[config.mk]
export PLATFORM = sky130hd
export DESIGN_NAME = murmur2_string_hash
export DESIGN_NICKNAME = d
export VERILOG_FILES = /design/src/rtl/mh2_pkg.sv /design/src/rtl/murmur2_string_hash.sv
export SDC_FILE = /design/constraint.sdc
export NUM_CORES = 1
export LEC_CHECK = 0
export BUFFER_PORTS_ARGS = -buffer_cell sky130_fd_sc_hd__buf_2
export CORE_AREA = 2 2 158 315
export DETAILED_ROUTE_END_ITERATION = 7
export DIE_AREA = 0 0 160 317
export PLACE_DENSITY = 0.52
export SLEW_MARGIN = 20
export SYNTH_ARGS = -nofsm -noshare
export SYNTH_HDL_FRONTEND = slang
export SYNTH_SLANG_ARGS = --single-unit
[constraint.sdc]
create_clock -name aclk -period 18.7 [get_ports aclk]
set_input_delay 3.74 -clock aclk [delete_from_list [all_inputs] [get_ports aclk]]
set_output_delay 3.74 -clock aclk [all_outputs]
set_load 0.01 [all_outputs]
[src/rtl/mh2_pkg.sv]
// Shared constants and types for the MurmurHash2 string hash block.
// No dependencies; imported by the top level and its checker.
package mh2_pkg;

    localparam logic [31:0] MUR_M    = 32'h5bd1e995;
    localparam int unsigned MUR_R    = 24;
    localparam logic [31:0] MUR_SEED = 32'd5381;
    localparam int unsigned AVA_SH1  = 13;
    localparam int unsigned AVA_SH2  = 15;

    localparam int unsigned LEN_W  = 16;
    localparam int unsigned BYTE_W = 8;
    localparam int unsigned HASH_W = 32;

    // Item kind carried on tuser
    localparam logic MODE_START = 1'b0;
    localparam logic MODE_BYTE  = 1'b1;

    typedef enum logic [5:0] {
        ST_IDLE = 6'b000001,
        ST_WK1  = 6'b000010,
        ST_WK2  = 6'b000100,
        ST_WH   = 6'b001000,
        ST_TAIL = 6'b010000,
        ST_AVA  = 6'b100000
    } mh2_state_t;

endpackage

[src/rtl/murmur2_string_hash.sv]
// MurmurHash2 (32-bit, seed 5381) over a streamed byte string.
// Depends on mh2_pkg for constants and the sequencer state type.
//
// Usage:
//   Input channel s_*: each item is either a start item (s_tuser = 0) whose
//   s_tdata[15:0] gives the string length, or a byte item (s_tuser = 1) whose
//   s_tdata[23:16] carries the next string byte. Bytes are gathered
//   little-endian into 32-bit words.
//   Output channel m_*: one item per completed string, the 32-bit hash.
//   A start item with length zero yields the hash of the empty string.
//   Byte items with no string open are dropped; a start item while a string
//   is open discards it and begins anew.
// Sequencing:
//   A single constant multiplier (x 0x5bd1e995) is shared by all mixing
//   steps under a small sequencer, one multiply per cycle unless it holds
//   in the avalanche step. A start item goes on to the avalanche step when
//   the length is zero. A byte completing no word is only gathered; a byte
//   completing a word takes three multiplies. After the last byte come a
//   tail fold when 1 to 3 bytes are left over, then the avalanche. s_tready
//   is high only when idle.
// Reset and stall:
//   aresetn (synchronous, active low) clears the hash state and drops any
//   pending output. The result sits in an output register; input items are
//   still taken while it waits, and the sequencer holds in the avalanche
//   step only if a new result is ready before the old one is taken.
module murmur2_string_hash #(
    parameter logic [31:0] MAX_LENGTH = 32'd65535
) (
    input  logic                        aclk,
    input  logic                        aresetn,
    input  logic                        s_tvalid,
    output logic                        s_tready,
    input  logic [23:0]                 s_tdata,   // [15:0] string_length, [23:16] data_byte
    input  logic                        s_tuser,   // [0] mode
    output logic                        m_tvalid,
    input  logic                        m_tready,
    output logic [mh2_pkg::HASH_W-1:0]  m_tdata    // [31:0] hash_value
);
    import mh2_pkg::*;

    mh2_state_t               state_reg, state_next;
    logic [HASH_W-1:0]        hash_reg, hash_next;
    logic [HASH_W-1:0]        k_reg, k_next;
    logic [23:0]              gather_reg, gather_next;
    logic [1:0]               biw_reg, biw_next;
    logic [LEN_W-1:0]         rem_reg, rem_next;
    logic                     open_reg, open_next;
    logic                     mvalid_reg, mvalid_next;
    logic [HASH_W-1:0]        mdata_reg, mdata_next;

    logic [LEN_W-1:0]         s_len;
    logic [BYTE_W-1:0]        s_byte;
    logic [LEN_W-1:0]         len_sat;
    logic                     s_acc;
    logic                     out_free;
    logic [HASH_W-1:0]        mul_in;
    logic [HASH_W-1:0]        mul_out;

    assign s_len  = s_tdata[15:0];
    assign s_byte = s_tdata[23:16];

    // Saturate lengths above the configured bound
    assign len_sat = ({16'd0, s_len} > MAX_LENGTH) ? MAX_LENGTH[LEN_W-1:0] : s_len;

    assign s_tready = (state_reg == ST_IDLE);
    assign s_acc    = s_tvalid && s_tready;
    assign out_free = !mvalid_reg || m_tready;

    // Shared multiplier: operand chosen by the sequencer step
    always_comb begin
        unique case (state_reg)
            ST_WK1:  mul_in = k_reg;
            ST_WK2:  mul_in = k_reg ^ (k_reg >> MUR_R);
            ST_WH:   mul_in = hash_reg;
            ST_TAIL: mul_in = hash_reg ^ {8'd0, gather_reg};
            ST_AVA:  mul_in = hash_reg ^ (hash_reg >> AVA_SH1);
            default: mul_in = hash_reg;
        endcase
    end

    assign mul_out = mul_in * MUR_M;

    always_comb begin
        state_next  = state_reg;
        hash_next   = hash_reg;
        k_next      = k_reg;
        gather_next = gather_reg;
        biw_next    = biw_reg;
        rem_next    = rem_reg;
        open_next   = open_reg;
        mvalid_next = mvalid_reg;
        mdata_next  = mdata_reg;

        if (mvalid_reg && m_tready) begin
            mvalid_next = 1'b0;
        end

        unique case (state_reg)
            ST_IDLE: begin
                if (s_acc) begin
                    if (s_tuser == MODE_START) begin
                        hash_next   = MUR_SEED ^ {16'd0, len_sat};
                        gather_next = '0;
                        biw_next    = '0;
                        rem_next    = len_sat;
                        if (len_sat == '0) begin
                            open_next  = 1'b0;
                            state_next = ST_AVA;
                        end else begin
                            open_next = 1'b1;
                        end
                    end else if (open_reg) begin
                        rem_next = rem_reg - 16'd1;
                        if (biw_reg == 2'd3) begin
                            // Word complete: mix it through the multiplier
                            k_next     = {s_byte, gather_reg};
                            state_next = ST_WK1;
                        end else begin
                            case (biw_reg)
                                2'd0:    gather_next[7:0]   = s_byte;
                                2'd1:    gather_next[15:8]  = s_byte;
                                default: gather_next[23:16] = s_byte;
                            endcase
                            biw_next = biw_reg + 2'd1;
                            if (rem_reg == 16'd1) begin
                                open_next  = 1'b0;
                                state_next = ST_TAIL;
                            end
                        end
                    end
                end
            end
            ST_WK1: begin
                k_next     = mul_out;
                state_next = ST_WK2;
            end
            ST_WK2: begin
                k_next     = mul_out;
                state_next = ST_WH;
            end
            ST_WH: begin
                hash_next   = mul_out ^ k_reg;
                gather_next = '0;
                biw_next    = '0;
                if (rem_reg == '0) begin
                    open_next  = 1'b0;
                    state_next = ST_AVA;
                end else begin
                    state_next = ST_IDLE;
                end
            end
            ST_TAIL: begin
                hash_next   = mul_out;
                gather_next = '0;
                biw_next    = '0;
                state_next  = ST_AVA;
            end
            ST_AVA: begin
                // Hold here until the output register is free
                if (out_free) begin
                    hash_next   = mul_out;
                    mdata_next  = mul_out ^ (mul_out >> AVA_SH2);
                    mvalid_next = 1'b1;
                    state_next  = ST_IDLE;
                end
            end
            default: state_next = ST_IDLE;
        endcase
    end

    always_ff @(posedge aclk) begin
        if (!aresetn) begin
            state_reg  <= ST_IDLE;
            hash_reg   <= '0;
            gather_reg <= '0;
            biw_reg    <= '0;
            rem_reg    <= '0;
            open_reg   <= 1'b0;
            mvalid_reg <= 1'b0;
        end else begin
            state_reg  <= state_next;
            hash_reg   <= hash_next;
            gather_reg <= gather_next;
            biw_reg    <= biw_next;
            rem_reg    <= rem_next;
            open_reg   <= open_next;
            mvalid_reg <= mvalid_next;
        end
    end

    always_ff @(posedge aclk) begin
        k_reg     <= k_next;
        mdata_reg <= mdata_next;
    end

    assign m_tvalid = mvalid_reg;
    assign m_tdata  = mdata_reg;

endmodule

# ---- Yosys cells after proc, flatten, opt, wreduce, memory -nomap -nowiden
# Index checks and enable logic that the tools add are counted.
dict set report classes {
  n_addsub 2
  mul 1
  div 0
  magnitude_cmp 0
  eq_ne 24
  n_shift 0
  muxes 45
  bitwise 6
  reduce_logical 24
}
# cell n
set ops {}
lappend ops {{case mux 32 bit (4 select lines)} 2}
lappend ops {{2-to-1 mux 32 bit} 7}
lappend ops {{2-to-1 mux 24 bit} 4}
lappend ops {{case mux 32 bit (2 select lines)} 1}
lappend ops {{2-to-1 mux 6 bit} 8}
lappend ops {{case mux 24 bit (2 select lines)} 1}
lappend ops {{case mux 6 bit (6 select lines)} 1}
lappend ops {{zero test 16 bit} 2}
lappend ops {{multiplier 32 x 31 -> 32 bit, second input constant} 1}
lappend ops {{2-to-1 mux 16 bit} 2}
lappend ops {{XOR 32 x 17 -> 32 bit} 1}
lappend ops {{XOR 32 x 19 -> 32 bit} 1}
lappend ops {{XOR 32 x 24 -> 32 bit} 1}
lappend ops {{XOR 32 bit} 1}
lappend ops {{XOR 32 x 8 -> 32 bit} 1}
lappend ops {{AND reduction 5 bit} 5}
lappend ops {{2-to-1 mux 8 bit} 3}
lappend ops {{equality test 16 x 1 -> 1 bit, second input constant} 1}
lappend ops {{subtractor 16 x 1 -> 16 bit, second input constant} 1}
lappend ops {{2-to-1 mux 1 bit} 10}
lappend ops {{inequality test 2 x 1 -> 1 bit, second input constant} 5}
lappend ops {{inequality test 3 x 2 -> 1 bit, second input constant} 3}
lappend ops {{2-to-1 mux 2 bit} 4}
lappend ops {{AND reduction 4 bit} 2}
lappend ops {{25 further kinds} 34}
dict set report word_totals {
  register_bits 146
  latchBits 0
  mem_bits_rw 0
  romBits 0
  inputBits 29
  elab_cells 113
  mem_count 0
}

# ---- Logic depth before layout (Yosys ltp)
# Gate-level depths: netlist of run 1.
dict set report logic_depth {
  depth_word 8
  ltp_mapped 35
}

# ---- Least setup slack after synthesis of run 1
# Ideal clock, no wire load.
dict set report synth_path {
  path_type {reg-to-reg}
  from {register state_reg[5]}
  to {register k_reg[31] (data pin)}
  setup_time_ps 260
  t_arrival_ps 8488
  required_time_ps 18440
  slack_ps 9952
  stages_incl_launch_ff 34
  path_buffers 2
  cell_sequence {dfxtp_1 -> or4_4 -> a21oi_4 -> buf_2 -> nor2_1 -> clkbuf_1 -> o21ai_0 -> o21ai_0 -> a211oi_1 -> inv_1 -> ha_1 -> ha_1 -> fa_1 -> inv_1 -> fa_1 -> inv_1 -> fa_1 -> inv_1 -> fa_1 -> inv_1 -> fa_1 -> inv_1 -> fa_1 -> inv_1 -> ha_1 -> nand2_1 -> nor2_1 -> nand3_1 -> nor4_1 -> o21ai_0 -> o21ai_0 -> a21oi_2 -> nand2b_2 -> mux2_2}
}
dict set report synth_via {
  elab_chain_len 4
  elab_cells_between_ends 9
  classes_between {mul: 1; eq/ne: 5; mux: 2; reduce/logical: 1}
}
# item line
set synth_lines {}
lappend synth_lines {{start, declared} murmur2_string_hash.sv:41} ;# mh2_state_t state_reg, state_next;
lappend synth_lines {{start signal, assigned} murmur2_string_hash.sv:181} ;# state_reg <= state_next;
lappend synth_lines {{equality test 6 bit, or another cell as far along} murmur2_string_hash.sv:71} ;# unique case (state_reg)
lappend synth_lines {{case mux 32 bit (4 select lines) *} murmur2_string_hash.sv:71}
lappend synth_lines {{multiplier 32 x 31 -> 32 bit *} murmur2_string_hash.sv:81} ;# assign mul_out = mul_in * MUR_M;
lappend synth_lines {{via mul_out[31]} murmur2_string_hash.sv:57} ;# logic [HASH_W-1:0] mul_out;
lappend synth_lines {{case mux 32 bit (2 select lines) *} murmur2_string_hash.sv:98} ;# unique case (state_reg)
lappend synth_lines {{via k_next[31]} murmur2_string_hash.sv:43} ;# logic [HASH_W-1:0] k_reg, k_next;
lappend synth_lines {{end signal, assigned} murmur2_string_hash.sv:192} ;# k_reg <= k_next;
lappend synth_lines {{end, declared} murmur2_string_hash.sv:43}
# Mark *: on every way through the listed nets, which the timed path passes. The rest lies on a longest branch.
# A chain may end at the register's enable or synchronous reset.

# ---- Final worst setup path of run 1
# Ends and elaborated chain as after synthesis.

==> impl_results.md, run 1 <==
* Result of the run: completed
* Register-to-Register Setup Slack at 7690 ps
* N_diodes at 0
* Largest net degree at the start of global routing at 66
* Highest-count cells in the layout ignoring fill and taps: inv_1 (370), ha_1 (220), fa_1 (178), nand2_1 (142), nor2_1 (132)
* Die height at 317 um
* Endpoint class of the critical path: flip-flop
* Portion of netlist area occupied by mux cells at 1.86%
* Final hold violation count at 0
* Req. time, crit path at 18,890 ps
* Clock latency on the worst-skew pair at 440 ps
* Post-synthesis sequential area ratio at 21.2%
* Number of optimization iterations in the first detailed-route pass at 5
* Syn Std Cell Area at 16,800 um^2
* Sink Count at 146
* Number of unique standard cell types used by synthesis at 79
* Most common library cell in the layout ignoring fill and taps: inv_1
* Number of antenna violations at the first check in global routing at 0
* Clock tree from TritonCTS: done
* Number of max-slew violations in the final report at 0
* Area of the core at 48,200 um^2
* Synth Area in Simple Gates at 10.7%
* Detailed router's first-iteration violation count at 952
* Hold/Removal Path Class: reg -> reg
* Filler cells at 5,031
* Detailed-route via count at 13.6k
* Number of flip-flops and latches in the synthesized netlist at 146
* Top-Level Pins at 63
* Worst Setup Slack post-DPL at 7530 ps
* Final weighted congestion in routability-driven placement at 0.946
* Clock transition time at the flip-flop clock pins of the worst setup and hold paths at 60 ps
* Maximum Capacitance Violations at 0
* Number of clock buffers inserted by TritonCTS at 17
* Largest family of logic cells by synthesized area: adder cells
* Post-route DRC violation count at 0
* Share of flip-flops with an asynchronous set or reset after synthesis at 0%
* Number of setup violations in the final report at 0
* Sum of routed wire length over all layers at 61.0 mm
* Total negative setup slack at 0 ps
* Slowest cell on crit path: a211oi_1
* Wire length of the first global-routing pass at 90.8 mm
* Maximum buffer depth of the clock tree at 2
* Critical path class: reg -> reg
* Final nets at 2,318
* Synth Warn # at 0
* H-Tree Level Count at 4
* Port Buf Inserts at 62
* Max incr delay on CP at 770 ps
* Post-synthesis instance total at 1,837
* Number of buffers added for setup after CTS at 0
* Kind of cell adding the most delay to the critical path: adder cells
* Synthesized Nets at 2,264
* Unrepaired setup endpoints after global routing: false
* Sum of buffers and inverters on the critical path at 6
* Layout Area Growth over Synthesis at 11.0%
* Number of nets with antenna violations after detailed routing at 0
* Post-detailed-placement half-perimeter wirelength at 49.6 mm
* Portion of the clock cycle consumed by the worst path in the final layout at 58.9%
* Post-Synth Adder-Cell Area at 37.6%
* Number of flops mapped to enable cells by yosys at 64
* Total overflow reported by the global router at 0
* Slew at the pin closest to its max-slew limit at 1160 ps
* Per-cell via count in the routed design at 5.36
* Worst clock skew on the final layout at 8.79 ps
* Cell at the root of the clock tree: clkbuf_16
* Layout cell share with drive strength beyond 1 at 8.67%
* Maximum fanout encountered on the critical timing path at 28
* XOR/XNOR Fraction of Synth Area at 4.52%
* Vias in the first global route at 14.5k
* Fmax achieved at 90.9 MHz
* Horiz. Die Dim at 160 um
* Routed length per placed instance at 24.0 um
* Worst rel slew slack at 22.6%
* Startpoint class of the critical path: flip-flop
* Die area at 50,700 um^2
* Floorplan row count at 114
* Storage cell area at 3560 um^2
* Post-route worst setup slack at 7690 ps
* Total of hold buffers inserted after clock tree synthesis at 0
* GR Util All Layers at 24.6%
* Combined area of the multi-input logic cells at 11,700 um^2
* Initial Utilization at 34.9%
* Crit path DAT at 11,200 ps
* Post-synthesis compound-gate area fraction at 14.4%
* Avg Cell Area, Syn at 9.15 um^2
* Shortest clock period the worst path allows after layout at 11,010 ps
* Dominant synthesized flop cell: dfxtp_1
* Number of gates resized after cts at 0
==> routing by layer <==
metal	share of wire, %	wire [um]	GRT usage (%)	vias to the layer above
met4	10	6130	21.2	0
li1	-	-	-	6228
met3	3.3	2030	2.01	179
met2	54	33100	47.4	504
met5	0	0	0	-
met1	32	19700	23.3	6722
==> worst reg2reg max path: cells and delay by family (launching register included) <==
kind,cells,cell delay [ps]
flops,1,350
buf+inv,6,960
simple gates,10,3570
mux,1,280
fa+ha+maj,9,3680
compound gates,6,1910
==> cell usage after synthesis (6+ instances only) <==
| cell | count | area share (%) |
|---|---|---|
| o221ai_1 | 6 | 0.31 |
| a32oi_1 | 6 | 0.31 |
| edfxtp_1 | 64 | 11 |
| xnor2_1 | 56 | 2.9 |
| a21oi_1 | 45 | 1.3 |
| o21a_1 | 12 | 0.54 |
| o211ai_1 | 11 | 0.49 |
| mux2i_1 | 29 | 1.7 |
| and2_1 | 15 | 0.56 |
| a211oi_1 | 19 | 0.85 |
| nand2_1 | 142 | 3.2 |
| a221o_1 | 7 | 0.42 |
| fa_1 | 178 | 21 |
| nor2b_1 | 7 | 0.26 |
| nor3b_1 | 6 | 0.27 |
| dfxtp_1 | 82 | 9.8 |
| xor2_1 | 23 | 1.2 |
| o22ai_1 | 16 | 0.60 |
| o21bai_1 | 7 | 0.31 |
| ha_1 | 220 | 16 |
| a21o_1 | 19 | 0.85 |
| buf_1 | 7 | 0.16 |
| a221oi_1 | 8 | 0.42 |
| nand3b_1 | 15 | 0.67 |
| a311oi_1 | 12 | 0.63 |
| nor3_1 | 9 | 0.27 |
| a31oi_1 | 19 | 0.71 |
| o21ai_0 | 98 | 2.9 |
| inv_1 | 371 | 8.3 |
| nor4_1 | 7 | 0.26 |
| clkbuf_1 | 48 | 1.1 |
| buf_2 | 6 | 0.18 |
| a22oi_1 | 20 | 0.89 |
| nand2b_1 | 11 | 0.41 |
| or2_2 | 6 | 0.22 |
| nor2_1 | 133 | 3.0 |
| nand3_1 | 17 | 0.51 |
==> through the flow <==
step                instance area, um^2  hold WS [ps]  instances  util (%)
floorplan                         16800           474       1837         -
detailed placement                18000           505       2509      37.3
global route                      18600           547       2542      38.7
finish                            18600           529       2542      38.7
global placement                  18000           506       2509      37.3
CTS                               18600           523       2541      38.7
==> final timing paths <==
path	startpoint	to	depth (start not counted)
min reg2reg	hash_reg[11]	hash_reg[11]	2
min	hash_reg[11]	hash_reg[11]	2
max reg2reg	state_reg[5]	k_reg[31]	32
max	state_reg[5]	k_reg[31]	32
==> cells by family (layout without fill, tap and decap cells) <==
group / count (synthesis) / after routing
DFF: 146 / 146
muxes: 31 / 31
AOI/OAI and AO/OA: 355 / 355
adders and majority gates: 398 / 398
buffers and inverters: 433 / 500
xor gates and xnor gates: 82 / 82
and+or+nand+nor: 392 / 392
==> layout make-up <==
type / instances / share of cell area (%)
repair buffers: 97 / 3.07
clock buffers: 19 / 2.32
multi-input cells: 1258 / 62.5
flip-flops and latches: 146 / 19.1
inverters: 371 / 7.47
clock inverters: 13 / 1.23
well taps: 638 / 4.28
Power of run 1 is not shown: default switching activity piles up to over one toggle a cycle in this logic, so the estimate is an artifact.
==> run 2: changes to the inputs <==
Settings changed: PLACE_DENSITY 0.52 to 0.54.
Clock period 18.7 ns to 9.01 ns, I/O delays scaled along.
==> run 2 against run 1 <==
Against the previous run: clock skew up 10 ps; setup slack worse by 7300 ps; first-iteration DRC count down 11%; critical path depth up 1; final cell count up 1.8%; hold slack worse by 9.8 ps; count of clock-buffer cells in the layout up 1; non-clock buffer count up 45; register-to-register slack worse by 7300 ps; via count up 2.2%; sequential cell count unchanged; die area unchanged.
==> impl_results.md, run 2 (synthesis results as in run 1) <==
* Area of the core at 48,200 um^2
* GR Util All Layers at 25.1%
* Crit path DAT at 8850 ps
* Layout cell share with drive strength beyond 1 at 11.0%
* Top-Level Pins at 63
* Number of nets with antenna violations after detailed routing at 0
* H-Tree Level Count at 4
* Vias in the first global route at 14.9k
* Post-route DRC violation count at 0
* Port Buf Inserts at 62
* Unrepaired setup endpoints after global routing: false
* Detailed router's first-iteration violation count at 843
* Floorplan row count at 114
* Met3 Use GR at 2.83%
* Horiz. Die Dim at 160 um
* Number of optimization iterations in the first detailed-route pass at 7
* Number of antenna violations at the first check in global routing at 0
* Worst rel slew slack at 27.0%
* Total overflow reported by the global router at 0
* Wire length of the first global-routing pass at 92.3 mm
* Highest-count cells in the layout ignoring fill and taps: inv_1 (370), ha_1 (220), fa_1 (178), nand2_1 (142), nor2_1 (132)
* Clock latency on the worst-skew pair at 460 ps
* Total negative setup slack at 0 ps
* Most common library cell in the layout ignoring fill and taps: inv_1
* Post-detailed-placement half-perimeter wirelength at 51.9 mm
* Die height at 317 um
* Fin util at 39.3%
* Maximum buffer depth of the clock tree at 2
* Req. time, crit path at 9200 ps
* Final hold violation count at 0
* Cell at the root of the clock tree: clkbuf_16
* Die area at 50,700 um^2
* Hold/Removal Path Class: reg -> reg
* Layout Area Growth over Synthesis at 12.7%
* Largest net degree at the start of global routing at 66
* Number of max-slew violations in the final report at 0
* Slowest cell on crit path: or4_4
* Clock transition time at the flip-flop clock pins of the worst setup and hold paths at 60 ps
* Max incr delay on CP at 590 ps
* Detailed-route via count at 13.9k
* Fmax achieved at 115 MHz
* Maximum fanout encountered on the critical timing path at 9
* Final weighted congestion in routability-driven placement at 0.977
* N_diodes at 0
* Maximum Capacitance Violations at 0
* Shortest clock period the worst path allows after layout at 8660 ps
* GR peak layer: met2
* Clock tree from TritonCTS: done
* Sum of routed wire length over all layers at 62.6 mm
* Sink Count at 146
* Result of the run: completed
* Endpoint class of the critical path: flip-flop
* Worst clock skew on the final layout at 19.2 ps
* Initial Utilization at 34.9%
* Final nets at 2,363
* Filler cells at 5,034
* Number of setup violations in the final report at 0
* Met2 routing resource usage after global routing at 47.4%
* Slew at the pin closest to its max-slew limit at 1090 ps
* Number of clock buffers inserted by TritonCTS at 17
* Startpoint class of the critical path: flip-flop
* Critical path class: reg -> reg
* Per-cell via count in the routed design at 5.39
* GRT met1 Usage at 22.1%
* Portion of the clock cycle consumed by the worst path in the final layout at 96.1%
* Routed length per placed instance at 24.2 um
* Number of placed instances with taps included at 2,553
* Count of placed standard cells in the final layout, fillers left out at 2,587
==> run 2: cell types whose count changed in the layout (fill, tap and decap cells not counted), sizes merged <==
cell / previous run / this run
clkinvlp: 0 / 3
bufinv: 6 / 1
clkinv: 4 / 6
buf: 96 / 142
inv: 374 / 373
==> run 2: final timing paths <==
check	startpoint	end	slack (ps)	cells past startpoint
worst max-delay path	state_reg[5]	m_tdata[12]	350	33
worst min-delay path	hash_reg[4]	hash_reg[4]	520	2
worst max register to register	state_reg[5]	m_tdata[12]	350	33
worst min register to register	hash_reg[4]	hash_reg[4]	520	2
==> run 2: metrics by stage <==
step / hold slack (ps) / cell area, um^2 / setup WS, ps
floorplan: 474 / 16800 / 262
global placement: 498 / 18300 / 246
detailed placement: 512 / 18300 / 151
CTS: 521 / 18900 / 110
global route: 539 / 18900 / 10.3
finish: 519 / 18900 / 349
==> run 2: layout make-up <==
| class | instances | area (um^2) | share of cell area, % |
|---|---|---|---|
| Clock buffer | 20 | 437 | 2.31 |
| Clock inverter | 12 | 110 | 0.581 |
| Inverter | 371 | 1390 | 7.35 |
| Multi-Input combinational cell | 1258 | 11700 | 61.8 |
| Sequential cell | 146 | 3560 | 18.8 |
| Tap cell | 638 | 798 | 4.21 |
| Timing Repair Buffer | 142 | 936 | 4.94 |
==> run 2: critical path: cells and delay by family, from the launching register on <==
family | cells | cell delay, ps
AO/OA/AOI/OAI | 6 | 1180
AND/OR/NAND/NOR | 7 | 1840
adder cells (fa/ha/maj) | 9 | 3530
flip-flops | 1 | 340
XOR/XNOR | 2 | 330
buffers and inverters | 9 | 1170
==> run 2: metal layers <==
| metal | part of all wire [%] | vias to the layer above |
|---|---|---|
| met5 | 0 | - |
| met4 | 13 | 0 |
| met3 | 3.4 | 235 |
| met2 | 53 | 505 |
| met1 | 31 | 6878 |
| li1 | - | 6313 |
==> run 2: timing repair <==
action	CTS	global route
setup endpoints to repair	0	28
resized for setup	0	13
hold buffers	0	0
setup buffers	0	2
Power of run 2 is left out for the same reason.
